===== src/rtl/ole_pkg.sv =====
`default_nettype none
package ole_pkg;

  // List geometry
  localparam int CAPACITY = 32;
  localparam int ADDR_W   = $clog2(CAPACITY);
  localparam int CNT_W    = $clog2(CAPACITY + 1);
  localparam int POS_W    = 8;
  localparam int VAL_W    = 32;
  localparam int UPC_W    = 5;

  typedef logic [2:0]       cmd_t;
  typedef logic [1:0]       status_t;
  typedef logic [UPC_W-1:0] upc_t;

  // Command codes
  localparam cmd_t CMD_INSERT_AT  = 3'd0;
  localparam cmd_t CMD_PUSH_BACK  = 3'd1;
  localparam cmd_t CMD_PUSH_FRONT = 3'd2;
  localparam cmd_t CMD_REMOVE     = 3'd3;
  localparam cmd_t CMD_SEARCH     = 3'd4;
  localparam cmd_t CMD_DUMP       = 3'd5;

  // Result status codes
  localparam status_t ST_OK        = 2'd0;
  localparam status_t ST_BAD_POS   = 2'd1;
  localparam status_t ST_NOT_FOUND = 2'd2;
  localparam status_t ST_FULL      = 2'd3;

  // Datapath operations, one per microstep
  typedef enum logic [3:0] {
    OP_NONE,
    OP_LATCH,       // take the input item
    OP_BACK,        // pos <= count
    OP_FRONT,       // pos <= 0
    OP_PRIME_UP,    // start tail shift: read entry count-1
    OP_SHIFT_UP,    // store[wa] <= rd, step down
    OP_PUT,         // store[pos] <= val, count++
    OP_PRIME_SCAN,  // read entry 0
    OP_SCAN,        // compare walk, one entry per cycle
    OP_SHIFT_DN,    // store[wa] <= rd, step up
    OP_DEC,         // count--
    OP_EMIT,        // single result with status from the microword
    OP_EMIT_HIT,    // search hit result
    OP_EMIT_ELEM    // one dump element
  } op_t;

  // Branch conditions
  typedef enum logic [3:0] {
    C_NEVER,
    C_ALWAYS,
    C_NO_IN,
    C_OUT_BUSY,
    C_FULL,
    C_BAD_POS,
    C_LIST_END,
    C_NO_MATCH,
    C_RM_END,
    C_SU_END,
    C_MORE,
    C_EMPTY,
    C_DISPATCH
  } cond_t;

  // One control word
  typedef struct packed {
    cond_t   cond_a;  // taken first; suppresses op
    upc_t    tgt_a;
    op_t     op;
    status_t st;
    cond_t   cond_b;  // taken after op, else fall through
    upc_t    tgt_b;
  } uword_t;

  // Datapath status seen by the sequencer
  typedef struct packed {
    logic in_valid;
    logic out_busy;
    logic full;
    logic bad_pos;
    logic list_end;
    logic no_match;
    logic rm_end;
    logic su_end;
    logic more;
    logic empty;
  } flags_t;

  // Sequencer to datapath
  typedef struct packed {
    op_t     op;
    status_t st;
    logic    fetch;
  } ctl_t;

  // Microprogram addresses
  localparam upc_t U_FETCH     = 5'd0;
  localparam upc_t U_DECODE    = 5'd1;
  localparam upc_t U_PBACK     = 5'd2;
  localparam upc_t U_PFRONT    = 5'd3;
  localparam upc_t U_INS_CHK   = 5'd4;
  localparam upc_t U_SU_LOOP   = 5'd5;
  localparam upc_t U_PUT       = 5'd6;
  localparam upc_t U_EMIT_OK   = 5'd7;
  localparam upc_t U_SRCH      = 5'd8;
  localparam upc_t U_SRCH_SCAN = 5'd9;
  localparam upc_t U_SRCH_HIT  = 5'd10;
  localparam upc_t U_RM        = 5'd11;
  localparam upc_t U_RM_SCAN   = 5'd12;
  localparam upc_t U_RM_LOOP   = 5'd13;
  localparam upc_t U_RM_DONE   = 5'd14;
  localparam upc_t U_DUMP      = 5'd15;
  localparam upc_t U_DUMP_LOOP = 5'd16;
  localparam upc_t U_DUMP_END  = 5'd17;
  localparam upc_t U_EMIT_FULL = 5'd18;
  localparam upc_t U_EMIT_BAD  = 5'd19;
  localparam upc_t U_EMIT_NF   = 5'd20;

  function automatic uword_t mk(cond_t ca, upc_t ta, op_t op, status_t st,
                                cond_t cb, upc_t tb);
    uword_t w;
    w.cond_a = ca;
    w.tgt_a  = ta;
    w.op     = op;
    w.st     = st;
    w.cond_b = cb;
    w.tgt_b  = tb;
    return w;
  endfunction

  // Control store
  function automatic uword_t ucode(upc_t a);
    uword_t w;
    w = mk(C_NEVER, U_FETCH, OP_NONE, ST_OK, C_ALWAYS, U_FETCH);
    unique case (a)
      U_FETCH:     w = mk(C_NO_IN, U_FETCH, OP_LATCH, ST_OK, C_NEVER, U_FETCH);
      U_DECODE:    w = mk(C_NEVER, U_FETCH, OP_NONE, ST_OK, C_DISPATCH, U_FETCH);
      U_PBACK:     w = mk(C_NEVER, U_FETCH, OP_BACK, ST_OK, C_ALWAYS, U_INS_CHK);
      U_PFRONT:    w = mk(C_NEVER, U_FETCH, OP_FRONT, ST_OK, C_ALWAYS, U_INS_CHK);
      U_INS_CHK:   w = mk(C_FULL, U_EMIT_FULL, OP_PRIME_UP, ST_OK,
                          C_BAD_POS, U_EMIT_BAD);
      U_SU_LOOP:   w = mk(C_SU_END, U_PUT, OP_SHIFT_UP, ST_OK, C_ALWAYS, U_SU_LOOP);
      U_PUT:       w = mk(C_NEVER, U_FETCH, OP_PUT, ST_OK, C_NEVER, U_FETCH);
      U_EMIT_OK:   w = mk(C_OUT_BUSY, U_EMIT_OK, OP_EMIT, ST_OK, C_ALWAYS, U_FETCH);
      U_SRCH:      w = mk(C_NEVER, U_FETCH, OP_PRIME_SCAN, ST_OK, C_NEVER, U_FETCH);
      U_SRCH_SCAN: w = mk(C_LIST_END, U_EMIT_NF, OP_SCAN, ST_OK,
                          C_NO_MATCH, U_SRCH_SCAN);
      U_SRCH_HIT:  w = mk(C_OUT_BUSY, U_SRCH_HIT, OP_EMIT_HIT, ST_OK,
                          C_ALWAYS, U_FETCH);
      U_RM:        w = mk(C_NEVER, U_FETCH, OP_PRIME_SCAN, ST_OK, C_NEVER, U_FETCH);
      U_RM_SCAN:   w = mk(C_LIST_END, U_EMIT_NF, OP_SCAN, ST_OK,
                          C_NO_MATCH, U_RM_SCAN);
      U_RM_LOOP:   w = mk(C_RM_END, U_RM_DONE, OP_SHIFT_DN, ST_OK,
                          C_ALWAYS, U_RM_LOOP);
      U_RM_DONE:   w = mk(C_NEVER, U_FETCH, OP_DEC, ST_OK, C_ALWAYS, U_EMIT_OK);
      U_DUMP:      w = mk(C_EMPTY, U_EMIT_OK, OP_PRIME_SCAN, ST_OK, C_NEVER, U_FETCH);
      U_DUMP_LOOP: w = mk(C_OUT_BUSY, U_DUMP_LOOP, OP_EMIT_ELEM, ST_OK,
                          C_MORE, U_DUMP_LOOP);
      U_DUMP_END:  w = mk(C_NEVER, U_FETCH, OP_NONE, ST_OK, C_ALWAYS, U_FETCH);
      U_EMIT_FULL: w = mk(C_OUT_BUSY, U_EMIT_FULL, OP_EMIT, ST_FULL,
                          C_ALWAYS, U_FETCH);
      U_EMIT_BAD:  w = mk(C_OUT_BUSY, U_EMIT_BAD, OP_EMIT, ST_BAD_POS,
                          C_ALWAYS, U_FETCH);
      U_EMIT_NF:   w = mk(C_OUT_BUSY, U_EMIT_NF, OP_EMIT, ST_NOT_FOUND,
                          C_ALWAYS, U_FETCH);
      default:     w = mk(C_NEVER, U_FETCH, OP_NONE, ST_OK, C_ALWAYS, U_FETCH);
    endcase
    return w;
  endfunction

  // Command to entry point
  function automatic upc_t dispatch(cmd_t c);
    upc_t t;
    unique case (c)
      CMD_INSERT_AT:  t = U_INS_CHK;
      CMD_PUSH_BACK:  t = U_PBACK;
      CMD_PUSH_FRONT: t = U_PFRONT;
      CMD_REMOVE:     t = U_RM;
      CMD_SEARCH:     t = U_SRCH;
      CMD_DUMP:       t = U_DUMP;
      default:        t = U_EMIT_OK;
    endcase
    return t;
  endfunction

  function automatic logic cond_hit(cond_t c, flags_t f);
    logic h;
    unique case (c)
      C_NEVER:    h = 1'b0;
      C_ALWAYS:   h = 1'b1;
      C_NO_IN:    h = !f.in_valid;
      C_OUT_BUSY: h = f.out_busy;
      C_FULL:     h = f.full;
      C_BAD_POS:  h = f.bad_pos;
      C_LIST_END: h = f.list_end;
      C_NO_MATCH: h = f.no_match;
      C_RM_END:   h = f.rm_end;
      C_SU_END:   h = f.su_end;
      C_MORE:     h = f.more;
      C_EMPTY:    h = f.empty;
      default:    h = 1'b0;
    endcase
    return h;
  endfunction

endpackage
`default_nettype wire


===== src/rtl/ole_seq.sv =====
`default_nettype none
module ole_seq (
  input  wire              clk,
  input  wire              rst,
  input  ole_pkg::flags_t  flags,
  input  ole_pkg::cmd_t    cmd,
  output ole_pkg::ctl_t    ctl
);
  import ole_pkg::*;

  upc_t   step;
  upc_t   step_next;
  uword_t uw;
  logic   take_a;
  logic   take_b;

  // Fetch control word, evaluate branches
  always_comb begin
    uw     = ucode(step);
    take_a = cond_hit(uw.cond_a, flags);
    take_b = cond_hit(uw.cond_b, flags);
  end

  // Next step
  always_comb begin
    if (take_a) begin
      step_next = uw.tgt_a;
    end else if (uw.cond_b == C_DISPATCH) begin
      step_next = dispatch(cmd);
    end else if (take_b) begin
      step_next = uw.tgt_b;
    end else begin
      step_next = step + upc_t'(1);
    end
  end

  // Datapath controls; a taken first branch squashes the op
  always_comb begin
    ctl.op    = take_a ? OP_NONE : uw.op;
    ctl.st    = uw.st;
    ctl.fetch = (step == U_FETCH);
  end

  always_ff @(posedge clk) begin
    if (rst) begin
      step <= U_FETCH;
    end else begin
      step <= step_next;
    end
  end

endmodule
`default_nettype wire


===== src/rtl/ordered_list_engine_unit.sv =====
`default_nettype none
// Ordered list engine: keeps an ordered list of up to 32 signed 32-bit values.
// Input channel s_*: one command item per handshake (insert at position,
// push back, push front, remove value, search, dump). s_tuser carries the
// command, s_tdata the value and position.
// Output channel m_*: one result item per command, or one per element for a
// dump, m_tlast on the final one. An empty dump gives one result, valid clear.
// Control is a microprogram; one command is worked at a time. s_tready is high
// only while the sequencer waits at its fetch step. Insert, push front,
// search, remove and dump walk the element store (one read port, one write
// port) one entry per cycle; a dump's walk holds while the output is busy.
// A result sits in an output register, so the next item is taken while the
// last result still waits.
// When m_tready is low, the sequencer holds at its emit step until the output
// register frees; nothing is lost or repeated.
// Reset (rst, synchronous) empties the list and drops any pending result;
// s_tready stays low while rst is high.
module ordered_list_engine_unit (
  input  wire         clk,
  input  wire         rst,
  input  wire         s_tvalid,
  output logic        s_tready,
  input  wire  [2:0]  s_tuser,   // command
  input  wire  [39:0] s_tdata,   // data_value[31:0], position[39:32]
  output logic        m_tvalid,
  input  wire         m_tready,
  output logic [47:0] m_tdata,   // status[1:0], found_position[6:2],
                                 // element_value[38:7], element_valid[39],
                                 // length[45:40], zero pad[47:46]
  output logic        m_tlast
);
  import ole_pkg::*;

  flags_t flags;
  ctl_t   ctl;

  // Working registers
  cmd_t                    cmd;
  logic signed [VAL_W-1:0] val;
  logic [POS_W-1:0]        pos;
  logic [CNT_W-1:0]        cnt;
  logic [CNT_W-1:0]        cnt_m1;
  logic [CNT_W-1:0]        ra;
  logic [CNT_W-1:0]        wa;
  logic [CNT_W-1:0]        ca;
  logic [CNT_W-1:0]        ca_p1;
  logic [CNT_W-1:0]        fidx;

  // Element store
  logic signed [VAL_W-1:0] mem [CAPACITY];
  logic signed [VAL_W-1:0] rd_data;
  logic                    we;
  logic [ADDR_W-1:0]       waddr;
  logic signed [VAL_W-1:0] wdata;
  logic                    re;
  logic [ADDR_W-1:0]       raddr;

  // Output register
  logic                    o_valid;
  status_t                 o_status;
  logic [4:0]              o_fpos;
  logic signed [VAL_W-1:0] o_value;
  logic                    o_evalid;
  logic [5:0]              o_len;
  logic                    o_last;

  ole_seq u_seq (
    .clk   (clk),
    .rst   (rst),
    .flags (flags),
    .cmd   (cmd),
    .ctl   (ctl)
  );

  assign cnt_m1 = cnt - CNT_W'(1);
  assign ca_p1  = ca + CNT_W'(1);

  // Status flags for the sequencer
  always_comb begin
    flags.in_valid = s_tvalid;
    flags.out_busy = o_valid && !m_tready;
    flags.full     = (cnt >= CNT_W'(CAPACITY));
    flags.bad_pos  = (pos > POS_W'(cnt));
    flags.list_end = (ca == cnt);
    flags.no_match = (rd_data != val);
    flags.rm_end   = ((wa + CNT_W'(1)) == cnt);
    flags.su_end   = (POS_W'(wa) == pos);
    flags.more     = (ca_p1 != cnt);
    flags.empty    = (cnt == '0);
  end

  // Store port control
  always_comb begin
    we    = 1'b0;
    waddr = wa[ADDR_W-1:0];
    wdata = rd_data;
    re    = 1'b0;
    raddr = ra[ADDR_W-1:0];
    case (ctl.op)
      OP_PRIME_UP: begin
        re    = 1'b1;
        raddr = cnt_m1[ADDR_W-1:0];
      end
      OP_SHIFT_UP, OP_SHIFT_DN: begin
        we = 1'b1;
        re = 1'b1;
      end
      OP_PUT: begin
        we    = 1'b1;
        waddr = pos[ADDR_W-1:0];
        wdata = val;
      end
      OP_PRIME_SCAN: begin
        re    = 1'b1;
        raddr = '0;
      end
      OP_SCAN, OP_EMIT_ELEM: begin
        re = 1'b1;
      end
      default: begin
      end
    endcase
  end

  always_ff @(posedge clk) begin
    if (we) begin
      mem[waddr] <= wdata;
    end
    if (re) begin
      rd_data <= mem[raddr];
    end
  end

  // Count and output valid
  always_ff @(posedge clk) begin
    if (rst) begin
      cnt     <= '0;
      o_valid <= 1'b0;
    end else begin
      case (ctl.op)
        OP_PUT:  cnt <= cnt + CNT_W'(1);
        OP_DEC:  cnt <= cnt_m1;
        default: begin
        end
      endcase
      // a new result replaces the one taken at this edge
      case (ctl.op)
        OP_EMIT, OP_EMIT_HIT, OP_EMIT_ELEM: o_valid <= 1'b1;
        default: begin
          if (m_tready) begin
            o_valid <= 1'b0;
          end
        end
      endcase
    end
  end

  // Walk pointers and item fields
  always_ff @(posedge clk) begin
    case (ctl.op)
      OP_LATCH: begin
        cmd <= s_tuser;
        val <= s_tdata[31:0];
        pos <= s_tdata[39:32];
      end
      OP_BACK:  pos <= POS_W'(cnt);
      OP_FRONT: pos <= '0;
      OP_PRIME_UP: begin
        ra <= cnt_m1 - CNT_W'(1);
        wa <= cnt;
      end
      OP_SHIFT_UP: begin
        ra <= ra - CNT_W'(1);
        wa <= wa - CNT_W'(1);
      end
      OP_PRIME_SCAN: begin
        ra <= CNT_W'(1);
        ca <= '0;
      end
      OP_SCAN: begin
        fidx <= ca;
        wa   <= ca;
        ra   <= ra + CNT_W'(1);
        ca   <= ca_p1;
      end
      OP_SHIFT_DN: begin
        ra <= ra + CNT_W'(1);
        wa <= wa + CNT_W'(1);
      end
      OP_EMIT_ELEM: begin
        ra <= ra + CNT_W'(1);
        ca <= ca_p1;
      end
      default: begin
      end
    endcase
  end

  // Result payload
  always_ff @(posedge clk) begin
    case (ctl.op)
      OP_EMIT: begin
        o_status <= ctl.st;
        o_fpos   <= '0;
        o_value  <= '0;
        o_evalid <= 1'b0;
        o_len    <= 6'(cnt);
        o_last   <= 1'b1;
      end
      OP_EMIT_HIT: begin
        o_status <= ST_OK;
        o_fpos   <= 5'(fidx);
        o_value  <= '0;
        o_evalid <= 1'b0;
        o_len    <= 6'(cnt);
        o_last   <= 1'b1;
      end
      OP_EMIT_ELEM: begin
        o_status <= ST_OK;
        o_fpos   <= '0;
        o_value  <= rd_data;
        o_evalid <= 1'b1;
        o_len    <= 6'(cnt);
        o_last   <= !flags.more;
      end
      default: begin
      end
    endcase
  end

  assign s_tready = ctl.fetch && !rst;
  assign m_tvalid = o_valid;
  assign m_tlast  = o_last;
  assign m_tdata  = {2'b00, o_len, o_evalid, o_value, o_fpos, o_status};

endmodule
`default_nettype wire

===== config.mk =====
export PLATFORM = sky130hd
export DESIGN_NAME = ordered_list_engine_unit
export DESIGN_NICKNAME = d
export VERILOG_FILES = /design/src/rtl/ole_pkg.sv /design/src/rtl/ole_seq.sv /design/src/rtl/ordered_list_engine_unit.sv
export SDC_FILE = /design/constraint.sdc
export NUM_CORES = 1
export LEC_CHECK = 0
export BUFFER_PORTS_ARGS = -buffer_cell sky130_fd_sc_hd__buf_2
export CELL_PAD_IN_SITES_DETAIL_PLACEMENT = 2
export CELL_PAD_IN_SITES_GLOBAL_PLACEMENT = 2
export CORE_MARGIN = 8
export CORE_UTILIZATION = 40
export CTS_CLUSTER_DIAMETER = 200
export DETAILED_ROUTE_END_ITERATION = 10
export HOLD_SLACK_MARGIN = 0.15
export PLACE_DENSITY = 0.74
export SYNTH_ARGS = -nofsm -noshare
export SYNTH_HDL_FRONTEND = slang
export SYNTH_HIERARCHICAL = 1
export SYNTH_SLANG_ARGS = --single-unit

===== constraint.sdc =====
create_clock -name clk -period 12.7 [get_ports clk]
set_input_delay 0.635 -clock clk [delete_from_list [all_inputs] [get_ports clk]]
set_output_delay 0.635 -clock clk [all_outputs]
set_load 0.02 [all_outputs]

==> impl_metrics.ini <==
[power]
leakage_nw = 18.6
peakVddDrop_uv = 252
pwr_density_cell_nw_per_um2 = 260
clock_power_share = 0.244
p_comb_frac = 0.370
share_seq_of_total_power = 0.386
p_int_mw = 8.85
power.switching_mw = 5.65
switching_share = 0.390

[cts]
numCtsBuffers = 121
clk_pin_slew_ns = 0.07
htree_levels = 3
cts_sinks = 1204
clockBufferDepth = 3
tritoncts = done
cts_hold_buf = 37
post_cts_buffers = 0
root_buffer = clkbuf_16
clock_latency_ns = 0.76
ctsResizeCount = 0

[worst_setup_path]
required_ns = 13.20
slowest_stage = nor2_4
path_max_fanout = 121
cp-start-kind = register
crit_path_max_incr_delay_ns = 0.86
worstPathCellList = inv_1 > ha_1 > nor2b_1 > o21a_1 > o21a_1 > o21ai_0 > nand2b_1 > a21oi_1 > o21ai_0 > mux4_2 > nand2_2 > a32oi_4 > nor2b_1 > buf_4 > nor2b_1 > a21boi_1 > nor2_4 > buf_4 > buf_12 > mux4_2 > o22ai_1 > nor3_1
endpoint_kind = register
critPathMostFrequentCell = nor2b_1
crit_arrival_ns = 8.41
critPathKind = reg -> reg

[routing]
via_count = 30400
drt-pass1-iter-count = 5
drt_iter0_markers = 2980
drc = 0
ant_nets = 0
viasPerCell = 6.19
wl_per_cell_um = 35.0
wl_um = 172000

[floorplanning]
die-area_um2 = 135000
num_io_pins = 98
die_h_um = 367
initial_core_util = 0.401
rows = 129
die_w_um = 367
core_um2 = 123000

[global_routing]
grt_pass1_vias = 33100
grt_usage = 0.248
grt_pass1_wl_um = 246000
overflow = 0
grt_max_degree = 197
antenna_found_initial = 5

[finish]
final_util = 0.454
fillCellCount = 11400
nets = 3252
layout-drive-gt1-share = 0.164
final_common_cell = edfxtp_1
diodes = 0
syn_to_final_growth_pct = 13.2
final_cell_mix = edfxtp_1 (1168), nand2_1 (240), and3_1 (226)
finalInstanceArea_um2 = 55900

[run]
maxCapViolations = 0

[yosys]
yosys_most_used_dff = edfxtp_1
ys_seq_elements = 1204
seq_area_frac_synth = 0.725
yosysWarnings = 6
synth_cell_type_count = 96
synth-edff-count = 1168
syn_inst = 3073
avgSynthCellArea_um2 = 16.1
async_flop_share = 0
syn_area_um2 = 49400

[timing]
fin_crit_sh = 0.623
whs_ns = 0.214
fin_crit_ns = 7.91
finalSetupTns_ns = 0
tightest_slew_ns = 1.43
finalSetupViolCount = 0
slew_viol_final = 0
finalHoldViolations = 0
finalWorstSetupSlack_ns = 4.79
skew_ns = 0.0618
timing.slew.headroom = 0.0456
rsz0062_at_grt = no
max_freq_mhz = 126

[worst_hold_path]
hp-class = in -> reg

[placed_design]
dpl_cell_area_um2 = 51700
io_buffers = 95
dp_hpwl_um = 93800
place_congestion = 0.791
place_ws_ns = 4.81

[status]
status = finished, final reports clean
-- metal layers --
| layer | wire (um) | GRT usage |
|---|---|---|
| met2 | 89300 | 0.442 |
| met5 | 25 | 0 |
| met4 | 7600 | 0.0970 |
| met1 | 65200 | 0.302 |
| met3 | 9930 | 0.0349 |
-- cells by family (layout without fill, tap and decap cells) --
kind of cell | Yosys count | after routing | synth area share
mux | 145 | 145 | 0.0626
flops | 1204 | 1204 | 0.725
compound gates | 568 | 568 | 0.0824
xor+xnor | 82 | 82 | 0.0145
fa+ha+maj | 25 | 25 | 0.00634
buf+inv | 238 | 442 | 0.0227
other cells | 1 | 2 | 0.0000760
simple gates | 810 | 810 | 0.0862
-- layout make-up --
class                   count  area, um2  area share
flip-flops and latches   1204      35800       0.641
multi-input cells        1632      12800       0.229
clock buffers             150       3150      0.0563
well taps                1637       2050      0.0367
repair buffers            196       1380      0.0246
clock inverters            71        644      0.0115
inverters                  25       95.1     0.00170
-- final timing paths --
path                from     endpoint  slack [ns]  cells past startpoint
min          s_tdata[37]       pos[5]        0.21                      3
min reg2reg  u_seq/uw[9]  o_status[0]        0.54                      1
max               cnt[1]  rd_data[31]        4.79                     22
max reg2reg       cnt[1]  rd_data[31]        4.79                     22
-- per-stage QoR --
step / instances / power (mW)
floorplan: 3074 / 8.92
global placement: 4657 / 10.5
detailed placement: 4657 / 10.9
CTS: 4915 / 14.5
global route: 4915 / 15.0
finish: 4915 / 14.5
-- power groups by stage --
| stage | logic [mW] | clock network, mW | registers [mW] |
|---|---|---|---|
| 5_1_grt | 5.63 | 3.71 | 5.62 |
| 3_5_place_dp | 5.23 | 0 | 5.68 |
| 3_3_place_gp | 4.86 | 0 | 5.63 |
| 4_1_cts | 5.33 | 3.57 | 5.60 |
| 2_1_floorplan | 3.42 | 0 | 5.51 |
| 6_report | 5.36 | 3.54 | 5.61 |
-- worst max-delay path, delay by kind of cell, from the launching register on --
kind | cells | cell delay, ns
buffers and inverters | 4 | 1.70
AO/OA/AOI/OAI | 8 | 1.58
adder cells (fa/ha/maj) | 1 | 0.34
multiplexers | 2 | 1.11
flip-flops | 1 | 0.57
AND/OR/NAND/NOR | 7 | 2.17
-- Yosys cell counts (36+ instances only) --
library cell	count	area share
o21bai_1	63	0.0096
nand2_1	240	0.018
clkbuf_1	109	0.0083
nor3_1	46	0.0047
edfxtp_1	1168	0.71
nor2_1	86	0.0065
a211oi_1	220	0.033
nand4_1	44	0.0056
buf_2	75	0.0076
and2_1	37	0.0047
o21ai_0	62	0.0063
and3_1	226	0.029
o22ai_1	70	0.0089
xnor2_1	64	0.011
dfxtp_1	36	0.015
mux4_2	129	0.059
-- sequential cells by signal, indices dropped and copies added, names as in the netlist, 8 cells and up --
name      cells
u_seq/uw     24
rd_data      32
mem        1024
pos           8
val          32
o_value      32
Note: power is estimated with default switching activity, not from simulation.
